==> src/design/bba_pkg.sv <==
// ----------------------------------------------------------------------------
// bba_pkg - shared types and constants for the bitmap block allocator
// Field widths, mode and status codes, scan result bundle.
// ----------------------------------------------------------------------------
package bba_pkg;

   // fixed field widths
   localparam int MODE_W    = 2;
   localparam int BLK_W     = 10;
   localparam int STATUS_W  = 2;
   localparam int NB_W      = 11;   // num_blocks register width

   // bitmap word geometry
   localparam int WORD_W    = 32;
   localparam int BIT_W     = 5;

   // parameter defaults
   localparam int DEF_MAX_BLOCKS            = 1024;
   localparam int DEF_BITS_PER_BITMAP_BLOCK = 32768;
   localparam int NUM_BLOCKS_RESET          = 1024;

   // request modes
   localparam logic [MODE_W-1:0] MODE_ALLOC = 2'd0;
   localparam logic [MODE_W-1:0] MODE_FREE  = 2'd1;
   localparam logic [MODE_W-1:0] MODE_QUERY = 2'd2;

   // response status
   localparam logic [STATUS_W-1:0] ST_OK      = 2'd0;
   localparam logic [STATUS_W-1:0] ST_NO_FREE = 2'd1;
   localparam logic [STATUS_W-1:0] ST_INVALID = 2'd2;

   typedef struct packed {
      logic             found;
      logic [BIT_W-1:0] bit_idx;
   } scan_res_type;

endpackage

==> src/design/bba_req_if.sv <==
// ----------------------------------------------------------------------------
// bba_req_if - request channel
// One beat carries a mode and a block number.
// ----------------------------------------------------------------------------
interface bba_req_if;
   import bba_pkg::*;

   logic              valid;
   logic              ready;
   logic [MODE_W-1:0] mode;
   logic [BLK_W-1:0]  block_number;

   modport source (output valid, output mode, output block_number, input ready);
   modport sink   (input valid, input mode, input block_number, output ready);

endinterface

==> src/design/bba_rsp_if.sv <==
// ----------------------------------------------------------------------------
// bba_rsp_if - response channel
// One beat per request: status, granted block, query flag.
// ----------------------------------------------------------------------------
interface bba_rsp_if;
   import bba_pkg::*;

   logic                valid;
   logic                ready;
   logic [STATUS_W-1:0] status;
   logic [BLK_W-1:0]    allocated_block;
   logic                free_flag;

   modport source (output valid, output status, output allocated_block,
                   output free_flag, input ready);
   modport sink   (input valid, input status, input allocated_block,
                   input free_flag, output ready);

endinterface

==> src/design/bba_csr_if.sv <==
// ----------------------------------------------------------------------------
// bba_csr_if - configuration write channel
// One beat writes the num_blocks register.
// ----------------------------------------------------------------------------
interface bba_csr_if;
   import bba_pkg::*;

   logic            valid;
   logic            ready;
   logic [NB_W-1:0] num_blocks;

   modport source (output valid, output num_blocks, input ready);
   modport sink   (input valid, input num_blocks, output ready);

endinterface

==> src/design/bba_scan_unit.sv <==
// ----------------------------------------------------------------------------
// bba_scan_unit - first-set search over one bitmap word
// Masks bits outside the search window, then finds the lowest set bit.
// ----------------------------------------------------------------------------
module bba_scan_unit #(
   parameter int AW = 5
) (
   input  logic [bba_pkg::WORD_W-1:0] word_data,
   input  logic [AW-1:0]              word_idx,
   input  logic [AW-1:0]              first_word,
   input  logic [bba_pkg::BIT_W-1:0]  first_bit,
   input  logic [AW-1:0]              last_word,
   input  logic [bba_pkg::BIT_W-1:0]  last_bit,
   output bba_pkg::scan_res_type      res
);
   import bba_pkg::*;

   logic [WORD_W-1:0] lo_mask;
   logic [WORD_W-1:0] hi_mask;
   logic [WORD_W-1:0] cand;

   always_comb begin
      lo_mask = (word_idx == first_word) ? ({WORD_W{1'b1}} << first_bit) : {WORD_W{1'b1}};
      hi_mask = (word_idx == last_word)
              ? ({WORD_W{1'b1}} >> (BIT_W'(WORD_W - 1) - last_bit)) : {WORD_W{1'b1}};
      cand    = word_data & lo_mask & hi_mask;
      res.found   = |cand;
      res.bit_idx = '0;
      // lowest set bit wins
      for (int b = WORD_W - 1; b >= 0; b--) begin
         if (cand[b]) begin
            res.bit_idx = BIT_W'(b);
         end
      end
   end

endmodule

==> src/design/bitmap_block_allocator.sv <==
// ----------------------------------------------------------------------------
// bitmap_block_allocator - first-fit free-block bitmap
// Allocate: a launch from idle, then one bitmap word per cycle up to the
//   window's last word, plus a response beat. Free / query: a word read,
//   then a write-back or bit test; invalid numbers, unused modes answer from idle.
// One request at a time; the next is taken after the response beat leaves.
// Reset: a clearing pass writes all MAP_WORDS words to zero; num_blocks returns
//   to 1024. A num_blocks write takes effect on its own beat, search start
//   included; it never stalls.
// ----------------------------------------------------------------------------
module bitmap_block_allocator #(
   parameter int MAX_BLOCKS            = bba_pkg::DEF_MAX_BLOCKS,
   parameter int BITS_PER_BITMAP_BLOCK = bba_pkg::DEF_BITS_PER_BITMAP_BLOCK
) (
   input  logic       clock,
   input  logic       reset,
   bba_req_if.sink    req_chan,
   bba_rsp_if.source  rsp_chan,
   bba_csr_if.sink    csr_chan
);
   import bba_pkg::*;

   // geometry of the bitmap store
   localparam int MAP_WORDS = (MAX_BLOCKS + WORD_W - 1) / WORD_W;
   localparam int AW        = $clog2(MAP_WORDS);

   // block limit never exceeds what num_blocks can express
   localparam int NB_MAX  = (1 << NB_W) - 1;
   localparam int LIM_CAP = (MAX_BLOCKS > NB_MAX) ? NB_MAX : MAX_BLOCKS;

   // search start: num_blocks / BITS_PER_BITMAP_BLOCK by reciprocal multiply.
   // With shift NB_W + ceil(log2 d) and a rounded-up reciprocal the quotient
   // is exact for every NB_W-bit num_blocks.
   localparam int DIV_SH      = NB_W + $clog2(BITS_PER_BITMAP_BLOCK);
   localparam int DIV_RCP     = ((1 << DIV_SH) + BITS_PER_BITMAP_BLOCK - 1)
                                / BITS_PER_BITMAP_BLOCK;
   localparam int RCP_W       = NB_W + 2;
   localparam int PROD_W      = NB_W + RCP_W;
   localparam int START_RESET = 2 + NUM_BLOCKS_RESET / BITS_PER_BITMAP_BLOCK;

   typedef enum logic [1:0] {
      S_CLEAR,
      S_IDLE,
      S_ALLOC,
      S_RMW
   } state_type;

   // ---------------------------------------------------------------- config
   logic [NB_W-1:0]   num_blocks_ff;
   logic [NB_W-1:0]   start_ff;
   logic [NB_W-1:0]   start_in;
   logic [PROD_W-1:0] start_prod;
   logic              csr_fire;

   // --------------------------------------------------------------- control
   state_type         state_ff, state_in;
   logic [AW-1:0]     clr_ff, clr_in;
   logic [AW-1:0]     scan_w_ff, scan_w_in;     // word whose data is checked now
   logic [AW-1:0]     issue_w_ff, issue_w_in;   // word being read ahead
   logic [BLK_W-1:0]  blk_ff, blk_in;
   logic              is_free_ff, is_free_in;

   // response holding register
   logic                rsp_valid_ff, rsp_valid_in;
   logic [STATUS_W-1:0] rsp_status_ff, rsp_status_in;
   logic [BLK_W-1:0]    rsp_block_ff, rsp_block_in;
   logic                rsp_flag_ff, rsp_flag_in;

   // bitmap store ports
   logic [WORD_W-1:0] map_mem [MAP_WORDS];
   logic [WORD_W-1:0] rd_data_ff;
   logic [AW-1:0]     rd_addr;
   logic              wr_en;
   logic [AW-1:0]     wr_addr;
   logic [WORD_W-1:0] wr_data;

   // derived search window
   logic [NB_W-1:0]   lim;
   logic [NB_W-1:0]   last_blk;
   logic [AW-1:0]     start_w;
   logic [AW-1:0]     last_w;
   logic              no_range;
   logic [NB_W-1:0]   req_blk_ext;
   logic [AW-1:0]     req_word;
   logic [BIT_W-1:0]  rmw_bit;
   logic              req_fire;
   logic              rsp_take;
   scan_res_type      scan_res;

   // ------------------------------------------------------ search start calc
   // Start = 2 + quotient (superblock, boot block, then the bitmap blocks).
   assign csr_fire       = csr_chan.valid && csr_chan.ready;
   assign csr_chan.ready = 1'b1;

   always_comb begin
      start_prod = PROD_W'(csr_chan.num_blocks) * PROD_W'(DIV_RCP);
      start_in   = NB_W'(start_prod >> DIV_SH) + NB_W'(2);
   end

   always_ff @(posedge clock) begin
      if (reset) begin
         num_blocks_ff <= NB_W'(NUM_BLOCKS_RESET);
         start_ff      <= NB_W'(START_RESET);
      end else if (csr_fire) begin
         num_blocks_ff <= csr_chan.num_blocks;
         start_ff      <= start_in;
      end
   end

   // ---------------------------------------------------------- search window
   always_comb begin
      lim         = (num_blocks_ff > NB_W'(LIM_CAP)) ? NB_W'(LIM_CAP) : num_blocks_ff;
      last_blk    = lim - NB_W'(1);
      start_w     = AW'(start_ff[NB_W-1:BIT_W]);
      last_w      = AW'(last_blk[NB_W-1:BIT_W]);
      no_range    = (start_ff >= lim);
      req_blk_ext = NB_W'(req_chan.block_number);
      req_word    = AW'(req_chan.block_number[BLK_W-1:BIT_W]);
      rmw_bit     = blk_ff[BIT_W-1:0];
   end

   // allocation word search: masks the window edges, finds first free bit
   bba_scan_unit #(
      .AW (AW)
   ) u_scan (
      .word_data  (rd_data_ff),
      .word_idx   (scan_w_ff),
      .first_word (start_w),
      .first_bit  (start_ff[BIT_W-1:0]),
      .last_word  (last_w),
      .last_bit   (last_blk[BIT_W-1:0]),
      .res        (scan_res)
   );

   // ------------------------------------------------------------- sequencer
   assign req_fire       = req_chan.valid && req_chan.ready;
   assign rsp_take       = rsp_chan.valid && rsp_chan.ready;
   assign req_chan.ready = (state_ff == S_IDLE) && !rsp_valid_ff;

   always_comb begin
      state_in      = state_ff;
      clr_in        = clr_ff;
      scan_w_in     = scan_w_ff;
      issue_w_in    = issue_w_ff;
      blk_in        = blk_ff;
      is_free_in    = is_free_ff;
      rsp_valid_in  = rsp_valid_ff && !rsp_take;
      rsp_status_in = rsp_status_ff;
      rsp_block_in  = rsp_block_ff;
      rsp_flag_in   = rsp_flag_ff;
      rd_addr       = issue_w_ff;
      wr_en         = 1'b0;
      wr_addr       = clr_ff;
      wr_data       = '0;

      case (state_ff)
         S_CLEAR: begin
            // zero one word per cycle: every block starts out in use
            wr_en   = 1'b1;
            wr_addr = clr_ff;
            wr_data = '0;
            if (clr_ff == AW'(MAP_WORDS - 1)) begin
               state_in = S_IDLE;
            end else begin
               clr_in = clr_ff + AW'(1);
            end
         end

         S_IDLE: begin
            if (req_fire) begin
               blk_in     = req_chan.block_number;
               is_free_in = (req_chan.mode == MODE_FREE);
               case (req_chan.mode)
                  MODE_ALLOC: begin
                     if (no_range) begin
                        rsp_valid_in  = 1'b1;
                        rsp_status_in = ST_NO_FREE;
                        rsp_block_in  = '0;
                        rsp_flag_in   = 1'b0;
                     end else begin
                        rd_addr    = start_w;
                        scan_w_in  = start_w;
                        issue_w_in = start_w + AW'(1);
                        state_in   = S_ALLOC;
                     end
                  end
                  MODE_FREE: begin
                     // block zero and blocks at or past the limit are refused
                     if (req_chan.block_number == '0 || req_blk_ext >= lim) begin
                        rsp_valid_in  = 1'b1;
                        rsp_status_in = ST_INVALID;
                        rsp_block_in  = '0;
                        rsp_flag_in   = 1'b0;
                     end else begin
                        rd_addr  = req_word;
                        state_in = S_RMW;
                     end
                  end
                  MODE_QUERY: begin
                     if (req_blk_ext >= lim) begin
                        rsp_valid_in  = 1'b1;
                        rsp_status_in = ST_INVALID;
                        rsp_block_in  = '0;
                        rsp_flag_in   = 1'b0;
                     end else begin
                        rd_addr  = req_word;
                        state_in = S_RMW;
                     end
                  end
                  default: begin
                     // unused mode: no state change, all-zero response
                     rsp_valid_in  = 1'b1;
                     rsp_status_in = ST_OK;
                     rsp_block_in  = '0;
                     rsp_flag_in   = 1'b0;
                  end
               endcase
            end
         end

         S_ALLOC: begin
            // rd_data_ff holds word scan_w_ff; the next word is already in flight
            rd_addr = issue_w_ff;
            if (scan_res.found) begin
               wr_en         = 1'b1;
               wr_addr       = scan_w_ff;
               wr_data       = rd_data_ff & ~(WORD_W'(1) << scan_res.bit_idx);
               rsp_valid_in  = 1'b1;
               rsp_status_in = ST_OK;
               rsp_block_in  = BLK_W'({scan_w_ff, scan_res.bit_idx});
               rsp_flag_in   = 1'b0;
               state_in      = S_IDLE;
            end else if (scan_w_ff == last_w) begin
               rsp_valid_in  = 1'b1;
               rsp_status_in = ST_NO_FREE;
               rsp_block_in  = '0;
               rsp_flag_in   = 1'b0;
               state_in      = S_IDLE;
            end else begin
               scan_w_in  = scan_w_ff + AW'(1);
               issue_w_in = issue_w_ff + AW'(1);
            end
         end

         S_RMW: begin
            rsp_valid_in  = 1'b1;
            rsp_status_in = ST_OK;
            rsp_block_in  = '0;
            if (is_free_ff) begin
               wr_en       = 1'b1;
               wr_addr     = AW'(blk_ff[BLK_W-1:BIT_W]);
               wr_data     = rd_data_ff | (WORD_W'(1) << rmw_bit);
               rsp_flag_in = 1'b0;
            end else begin
               rsp_flag_in = rd_data_ff[rmw_bit];
            end
            state_in = S_IDLE;
         end

         default: begin
            state_in = S_CLEAR;
         end
      endcase
   end

   always_ff @(posedge clock) begin
      if (reset) begin
         state_ff     <= S_CLEAR;
         clr_ff       <= '0;
         rsp_valid_ff <= 1'b0;
      end else begin
         state_ff     <= state_in;
         clr_ff       <= clr_in;
         rsp_valid_ff <= rsp_valid_in;
      end
      scan_w_ff     <= scan_w_in;
      issue_w_ff    <= issue_w_in;
      blk_ff        <= blk_in;
      is_free_ff    <= is_free_in;
      rsp_status_ff <= rsp_status_in;
      rsp_block_ff  <= rsp_block_in;
      rsp_flag_ff   <= rsp_flag_in;
   end

   // ---------------------------------------------------------- bitmap store
   // one write port, one registered read port
   always_ff @(posedge clock) begin
      if (wr_en) begin
         map_mem[wr_addr] <= wr_data;
      end
      rd_data_ff <= map_mem[rd_addr];
   end

   // --------------------------------------------------------- response beat
   assign rsp_chan.valid           = rsp_valid_ff;
   assign rsp_chan.status          = rsp_status_ff;
   assign rsp_chan.allocated_block = rsp_block_ff;
   assign rsp_chan.free_flag       = rsp_flag_ff;

   // ------------------------------------------------------------ assertions
   // a granted block lies inside [start, limit)
   a_grant_in_window: assert property (@(posedge clock) disable iff (reset)
      (state_ff == S_ALLOC && scan_res.found) |->
         (NB_W'({scan_w_ff, scan_res.bit_idx}) >= start_ff &&
          NB_W'({scan_w_ff, scan_res.bit_idx}) < lim))
      else $error("allocator granted a block outside the search window");

   // the word scan never leaves the window's words
   a_scan_bounds: assert property (@(posedge clock) disable iff (reset)
      (state_ff == S_ALLOC) |-> (scan_w_ff >= start_w && scan_w_ff <= last_w))
      else $error("word scan ran outside the search window");

   // no response can appear while the store is being cleared
   a_clear_quiet: assert property (@(posedge clock) disable iff (reset)
      (state_ff == S_CLEAR) |-> !rsp_valid_ff)
      else $error("response pending during clearing pass");

endmodule
==> src/flat_wrapper.sv <==
// flat-port wrapper written by rule: the top's interface ports become plain ports
module bitmap_block_allocator_flat import bba_pkg::*;
#(
   parameter int MAX_BLOCKS            = bba_pkg::DEF_MAX_BLOCKS,
   parameter int BITS_PER_BITMAP_BLOCK = bba_pkg::DEF_BITS_PER_BITMAP_BLOCK
)
  (clock, reset, req_chan_valid, req_chan_mode, req_chan_block_number, req_chan_ready, rsp_chan_valid, rsp_chan_status, rsp_chan_allocated_block, rsp_chan_free_flag, rsp_chan_ready, csr_chan_valid, csr_chan_num_blocks, csr_chan_ready);
  bba_req_if req_chan_i ();
  bba_rsp_if rsp_chan_i ();
  bba_csr_if csr_chan_i ();
  input  logic clock;
  input  logic reset;
  input wire logic [$bits(req_chan_i.valid)-1:0] req_chan_valid;
  input wire logic [$bits(req_chan_i.mode)-1:0] req_chan_mode;
  input wire logic [$bits(req_chan_i.block_number)-1:0] req_chan_block_number;
  output wire logic [$bits(req_chan_i.ready)-1:0] req_chan_ready;
  output wire logic [$bits(rsp_chan_i.valid)-1:0] rsp_chan_valid;
  output wire logic [$bits(rsp_chan_i.status)-1:0] rsp_chan_status;
  output wire logic [$bits(rsp_chan_i.allocated_block)-1:0] rsp_chan_allocated_block;
  output wire logic [$bits(rsp_chan_i.free_flag)-1:0] rsp_chan_free_flag;
  input wire logic [$bits(rsp_chan_i.ready)-1:0] rsp_chan_ready;
  input wire logic [$bits(csr_chan_i.valid)-1:0] csr_chan_valid;
  input wire logic [$bits(csr_chan_i.num_blocks)-1:0] csr_chan_num_blocks;
  output wire logic [$bits(csr_chan_i.ready)-1:0] csr_chan_ready;
  assign req_chan_i.valid = req_chan_valid;
  assign req_chan_i.mode = req_chan_mode;
  assign req_chan_i.block_number = req_chan_block_number;
  assign req_chan_ready = req_chan_i.ready;
  assign rsp_chan_valid = rsp_chan_i.valid;
  assign rsp_chan_status = rsp_chan_i.status;
  assign rsp_chan_allocated_block = rsp_chan_i.allocated_block;
  assign rsp_chan_free_flag = rsp_chan_i.free_flag;
  assign rsp_chan_i.ready = rsp_chan_ready;
  assign csr_chan_i.valid = csr_chan_valid;
  assign csr_chan_i.num_blocks = csr_chan_num_blocks;
  assign csr_chan_ready = csr_chan_i.ready;
  bitmap_block_allocator #(.MAX_BLOCKS(MAX_BLOCKS), .BITS_PER_BITMAP_BLOCK(BITS_PER_BITMAP_BLOCK)) u_core (.clock(clock), .reset(reset), .req_chan(req_chan_i), .rsp_chan(rsp_chan_i), .csr_chan(csr_chan_i));
endmodule
==> config.mk <==
export PLATFORM = sky130hd
export DESIGN_NAME = bitmap_block_allocator_flat
export DESIGN_NICKNAME = d
export VERILOG_FILES = /design/src/design/bba_pkg.sv /design/src/design/bba_req_if.sv /design/src/design/bba_rsp_if.sv /design/src/design/bba_csr_if.sv /design/src/design/bba_scan_unit.sv /design/src/design/bitmap_block_allocator.sv /design/src/flat_wrapper.sv
export SDC_FILE = /design/constraint.sdc
export NUM_CORES = 2
export LEC_CHECK = 0
export BUFFER_PORTS_ARGS = -buffer_cell sky130_fd_sc_hd__buf_4
export CORE_MARGIN = 3
export CORE_UTILIZATION = 45
export DETAILED_ROUTE_END_ITERATION = 8
export GPL_TIMING_DRIVEN = 0
export SLEW_MARGIN = 20
export SYNTH_ARGS = -nofsm -noshare
export SYNTH_HDL_FRONTEND = slang
export SYNTH_HIERARCHICAL = 1
export SYNTH_SLANG_ARGS = --single-unit
==> constraint.sdc <==
create_clock -name clock -period 7.2 [get_ports clock]
set_input_delay 0.72 -clock clock [delete_from_list [all_inputs] [get_ports clock]]
set_output_delay 0.72 -clock clock [all_outputs]
set_load 0.05 [all_outputs]
Word level (Yosys, flattened, before mapping)
Memories as Yosys holds them, arrays and structs flattened. A register that Yosys moved wholly into a read port is not among the register bits.
Cells that the tools add are included.

cells by class
  add/sub/neg operators = 5
  order comparisons = 4
  equal/unequal tests = 21
  shift-type cells = 3
  muxes and demuxes = 107
  bitwise gates (word level) = 6
  reduce and logical (&&, ||, !) cells = 19

operator list
  operator                                                               count
  5-bit 2-to-1 mux                                                       49
  32-bit AND                                                             3
  32-bit 2-to-1 mux                                                      3
  32-bit one-hot mux with 2 select lines                                 1
  1-bit by 5-bit left shift with 32-bit output, first input constant     2
  10-bit 2-to-1 mux                                                      6
  10-bit one-hot mux with 3 select lines                                 2
  32-bit inverter                                                        1
  32-bit bitwise OR                                                      1
  32-bit OR reduction                                                    1
  32-bit by 5-bit right shift with 32-bit output, first input constant   1
  5-bit one-hot mux with 2 select lines                                  3
  2-bit 2-to-1 mux                                                       13
  1-bit 2-to-1 mux                                                       18
  2-bit one-hot mux with 3 select lines                                  3
  5-bit by 1-bit adder with 5-bit output, second input constant          3
  3-bit inequality test, second input constant                           5
  1-bit one-hot mux with 3 select lines                                  5
  5-bit one-hot mux with 3 select lines                                  1
  6-bit AND reduction                                                    2
  10-bit by 11-bit >= comparator with 1-bit output                       1
  2-bit by 11-bit >= comparator with 1-bit output, first input constant  1
  11-bit greater-than comparator, second input constant                  1
  11-bit 2-to-1 mux                                                      1
  other kinds (25)                                                       38

storage, ports and cells
  flip-flop bits (word level) = 53
  bits in writable memories = 1,024
  bits of input ports = 28
  output and inout port bits = 16
  word-level logic and storage cells = 177
  memories = 1

memory list
  name            depth  bits a word  read ports  clocked after Yosys merged registers in  wr ports  line                          source
  u_core.map_mem  32     32           1           1                                        1         bitmap_block_allocator.sv:70  logic [WORD_W-1:0] map_mem [MAP_WORDS];

Depth between registers and ports, before layout
  depth in word-level cells = 44
  gate-level depth with buffers = 23
  mapped depth without buffers = 22

Cells and area by module
The synthesis kept the hierarchy.

modules (own cells, without submodules)
  module                  times used  cells each  area each (µm²)  sequential area each (µm²)
  bitmap_block_allocator  1           2,998       44,525.2         32,791.4
  bba_scan_unit           1           258         1,686.6          0.0

Worst setup path before layout
No wires, ideal clock.

  kind = register to register
  start = register u_core.num_blocks_ff[10]
  end = memory u_core.map_mem[13][0] (enable)
  library setup time = 421 ps
  data arrival time = 5,599 ps
  required time = 6,779 ps
  path slack = 1,179 ps
  cell stages (with the launch flop) = 23
  buffers on the path = 3
  period minus slack after synthesis = 6,021 ps
  path through = dfxtp_1 > clkbuf_1 > clkbuf_1 > nand2b_1 > ha_1 > nor4b_1 > o21ai_0 > xnor2_1 > and3_1 > buf_2 > nand2_2 > o221a_2 > and4bb_2 > nor2b_1 > nand3_1 > nand2b_1 > inv_1 > nor2_1 > nor2_1 > a221oi_1 > nor2_1 > nand2_1 > nor2_1

RTL lines
  what                    line                           source
  from (decl)             bitmap_block_allocator.sv:49   logic [NB_W-1:0] num_blocks_ff;
  from (signal assigned)  bitmap_block_allocator.sv:102  num_blocks_ff <= NB_W'(NUM_BLOCKS_RESET);
  from (signal assigned)  bitmap_block_allocator.sv:105  num_blocks_ff <= csr_chan.num_blocks;
  to (decl)               bitmap_block_allocator.sv:70

==> results.toml <==
[run_status]
status = "finished, final reports clean"

[worst_setup_path]
arrival_ps = 7260
cpPeakStageDelay_ps = 470
cp.required_ps = 7600
cp_cell_sequence = "clkbuf_1 -> clkbuf_1 -> nand2b_2 -> ha_1 -> nor4b_1 -> o21ai_0 -> xnor2_1 -> nand3_2 -> buf_6 -> o31ai_1 -> o22ai_1 -> nand3b_1 -> nor2b_1 -> nand3_1 -> nand2b_1 -> clkbuf_1 -> and3_1 -> a221oi_1 -> nand2_2 -> nor2_4 -> buf_12"
rr_endpoint = "u_core/map_mem[4][7]"
r2r-start = "u_core/num_blocks_ff[10]"
reg2regPathDepth = 21
crit_type = "reg -> reg"
cp_max_fo = 24
reg2reg_slack_ps = 340
endpoint_kind = "flop"
startpoint_type = "flop"
path_common_cell = "clkbuf_1"
cp_slowest_cell = "nand2_2"

[route]
wl_per_cell_microns = 26.34
wl_mm = 133.0
num_vias = 29740
drc = 0
drt_iter0_drc = 3115
firstDrtPassIters = 6
routed_via_density = 5.890
ant_nets = 0

[logic_synthesis]
synth-seq-area-share = 0.7096
synth-edff-count = 1058
synthCells = 3256
async_flop_share = 0
synthFlopType = "edfxtp_1"
yosysWarnings = 6
synth_area_per_cell_sq_um = 14.19
synth_area_sq_mm = 0.04621
ys_ff_latch = 1109
ys_types = 94

[sta]
slew_viol_final = 0
min_period_ps = 6857
hold_violations = 0
finalClockSkew_ps = 31.48
setup_viol = 0
finalWorstSetupSlack_ps = 342.7
rsz0062_at_grt = "yes"
relSlewSlack = 0.2580
worst_pin_slew_ps = 1113
fmax_ghz = 0.1458
timing.final.crit_share = 0.9524

[min_path]
hold_start = "req_chan_block_number[2]"
hp-class = "in -> reg"
hold_path_end = "u_core/blk_ff[2]"
whs_path_depth = 1

[power]
p_clk_frac = 0.438
swShare = 0.2075
peakVddDrop_v = 0.0002168
switchingPower_w = 0.002726
p_leak_nw = 17.06
combPwrFrac = 0.024
p_int_w = 0.01041
powerDensity_mw_per_mm2 = 239.0
p_seq_frac = 0.538

[grt]
antenna_found_initial = 5
grt_max_degree = 33
grt_pass1_wl_mm = 193.4
track_usage = 0.2446
grt_pass1_vias = 28820
grt_overflow = 0

[place]
gp_congestion = 0.8866
hpwl_mm = 93.09
port_buffers = 41
pre_cts_ws_ps = -454.3
placed_area_sq_mm = 0.05055
placed_cells_incl_taps = 4750

[clock_tree]
h-tree-depth = 3
cts_hold_buf = 0
cts_buffer_depth = 3
cts_tree = "done"
insertion_delay_ps = 720
clk_pin_slew_ps = 60
cts_buffers = 115
numClockSinks = 1109
cts-root-buf = "clkbuf_16"

[layout]
area_growth_pct = 18.90
final_area_sq_mm = 0.05495
final_nets = 3637
drive_gt1_frac = 0.1732
layout_commonest_cell = "edfxtp_1"
final_cell_mix = "1,058 x edfxtp_1, 562 x nand2_1, 205 x mux2i_1, 177 x nand3_1, 141 x clkbuf_1"
stdcell_count = 5050
postLayoutCoreUtil = 0.5439

[die]
rows = 116
die_area_sq_mm = 0.1066
start_util = 0.4575
io_pins = 44
die_x_microns = 326.5
die_y_microns = 326.5
core_area_sq_mm = 0.1010

[job]
cap_violations = 0
==> per-stage QoR <==
step	setup TNS (ps)	total power, W	hold slack, ps
2_1_floorplan	0	0.007370	475.6
6_report	0	0.01313	214.7
3_3_place_gp	-2525850	0.007470	528.5
5_1_grt	-1804	0.01353	202.6
3_5_place_dp	-185070	0.007496	537.5
4_1_cts	0	0.01322	175.0
==> worst max-delay path: cells and delay by family (launching register included) <==
kind | cells | cell delay (ps)
DFF | 1 | 330
adders and majority gates | 1 | 330
and+or+nand+nor | 10 | 2850
buffers and inverters | 5 | 1420
xor gates and xnor gates | 1 | 310
AOI/OAI and AO/OA | 4 | 1260
==> synth_stat cells, types with 14 or more instances <==
library cell     n  area [sq um]
edfxtp_1      1058         31770
nand2_1        567          2128
mux2i_1        205          2052
nand3_1        177         885.9
a21oi_1        139         695.7
clkbuf_1       118         442.9
nor2_1         104         390.4
a31oi_1         73         456.7
a222oi_1        64         640.6
a32oi_1         64         560.5
buf_2           60         300.3
dfxtp_1         51          1021
o21ai_0         47         235.2
o22ai_1         40         250.2
a32o_1          34         340.3
mux2_2          33         371.6
nor4b_2         31         465.5
and3_1          24         150.1
nand2b_1        22         137.6
inv_1           21         78.83
a21boi_0        20         150.1
ha_1            20         250.2
nor3_1          16         80.08
and2_1          15         93.84
xnor2_1         15         131.4
a21boi_1        14         105.1
==> final cells by class <==
type                            instances  area, sq um
Inverter                               22        82.58
Clock buffer                          156         3193
Fill cell                            8247        46070
Buffer                                210        972.2
Multi-Input combinational cell       1944        13140
Antenna cell                            3        7.507
Clock inverter                         62        511.7
Sequential cell                      1109        32790
Tap cell                             1357         1698
Timing Repair Buffer                  187         2556
==> power by group through the flow <==
stage	clock network, W	logic, W	registers, W
after floorplan	0	0.000173	0.00720
after global placement	0	0.000265	0.00721
after detailed placement	0	0.000296	0.00720
after CTS	0.00585	0.000308	0.00706
after global routing	0.00612	0.000342	0.00707
final	0.00575	0.000316	0.00706
==> flip-flops by register name, indices dropped and copies added (netlist names) <==
signal                           count
u_core/rsp_chan.status               2
u_core/state_ff                      2
u_core/rsp_chan.allocated_block     10
u_core/is_free_ff                    1
u_core/rd_data_ff                   32
u_core/rsp_chan.free_flag            1
u_core/num_blocks_ff                11
u_core/blk_ff                       10
u_core/issue_w_ff                    5
u_core/clr_ff                        5
u_core/map_mem                    1024
u_core/rsp_chan.valid                1
u_core/scan_w_ff                     5
==> logic make-up after synthesis <==
family / Yosys count / share of synthesized area
AO/OA/AOI/OAI: 596 / 0.09409
XOR/XNOR: 30 / 0.006011
adder cells (fa/ha/maj): 20 / 0.005415
buffers and inverters: 232 / 0.02274
flip-flops: 1109 / 0.7096
multiplexers: 248 / 0.05732
other: 2 / 0.0001625
AND/OR/NAND/NOR: 1019 / 0.1047
==> what timing repair did <==
| action | 4_1_cts | 5_1_grt |
|---|---|---|
| buffers inserted | 46 | 33 |
| setup endpoints to repair | 928 | 989 |
| pin swaps | 18 | 8 |
| gates resized for setup | 5 | 8 |
==> how the worst max path moves through the flow <==
stage	slack [ps]	end	cells past startpoint	startpoint
floorplan	1180	u_core/map_mem[13][0]	22	u_core/num_blocks_ff[10]
global placement	-2290	u_core/map_mem[7][10]	21	u_core/num_blocks_ff[10]
detailed placement	-450	u_core/map_mem[2][10]	22	u_core/num_blocks_ff[10]
CTS	20	u_core/map_mem[7][20]	24	u_core/num_blocks_ff[10]
global route	-60	u_core/map_mem[4][6]	21	u_core/num_blocks_ff[10]
finish	340	u_core/map_mem[4][7]	21	u_core/num_blocks_ff[10]
==> metal layers <==
layer / vias up / GRT usage / wire length, microns
li1: 13280 / - / -
met4: 0 / 0.07146 / 3246
met3: 186 / 0.04309 / 9692
met2: 1158 / 0.4146 / 65870
met5: - / 0 / 0
met1: 15120 / 0.3235 / 54220
(Power assumes the default switching activity.)
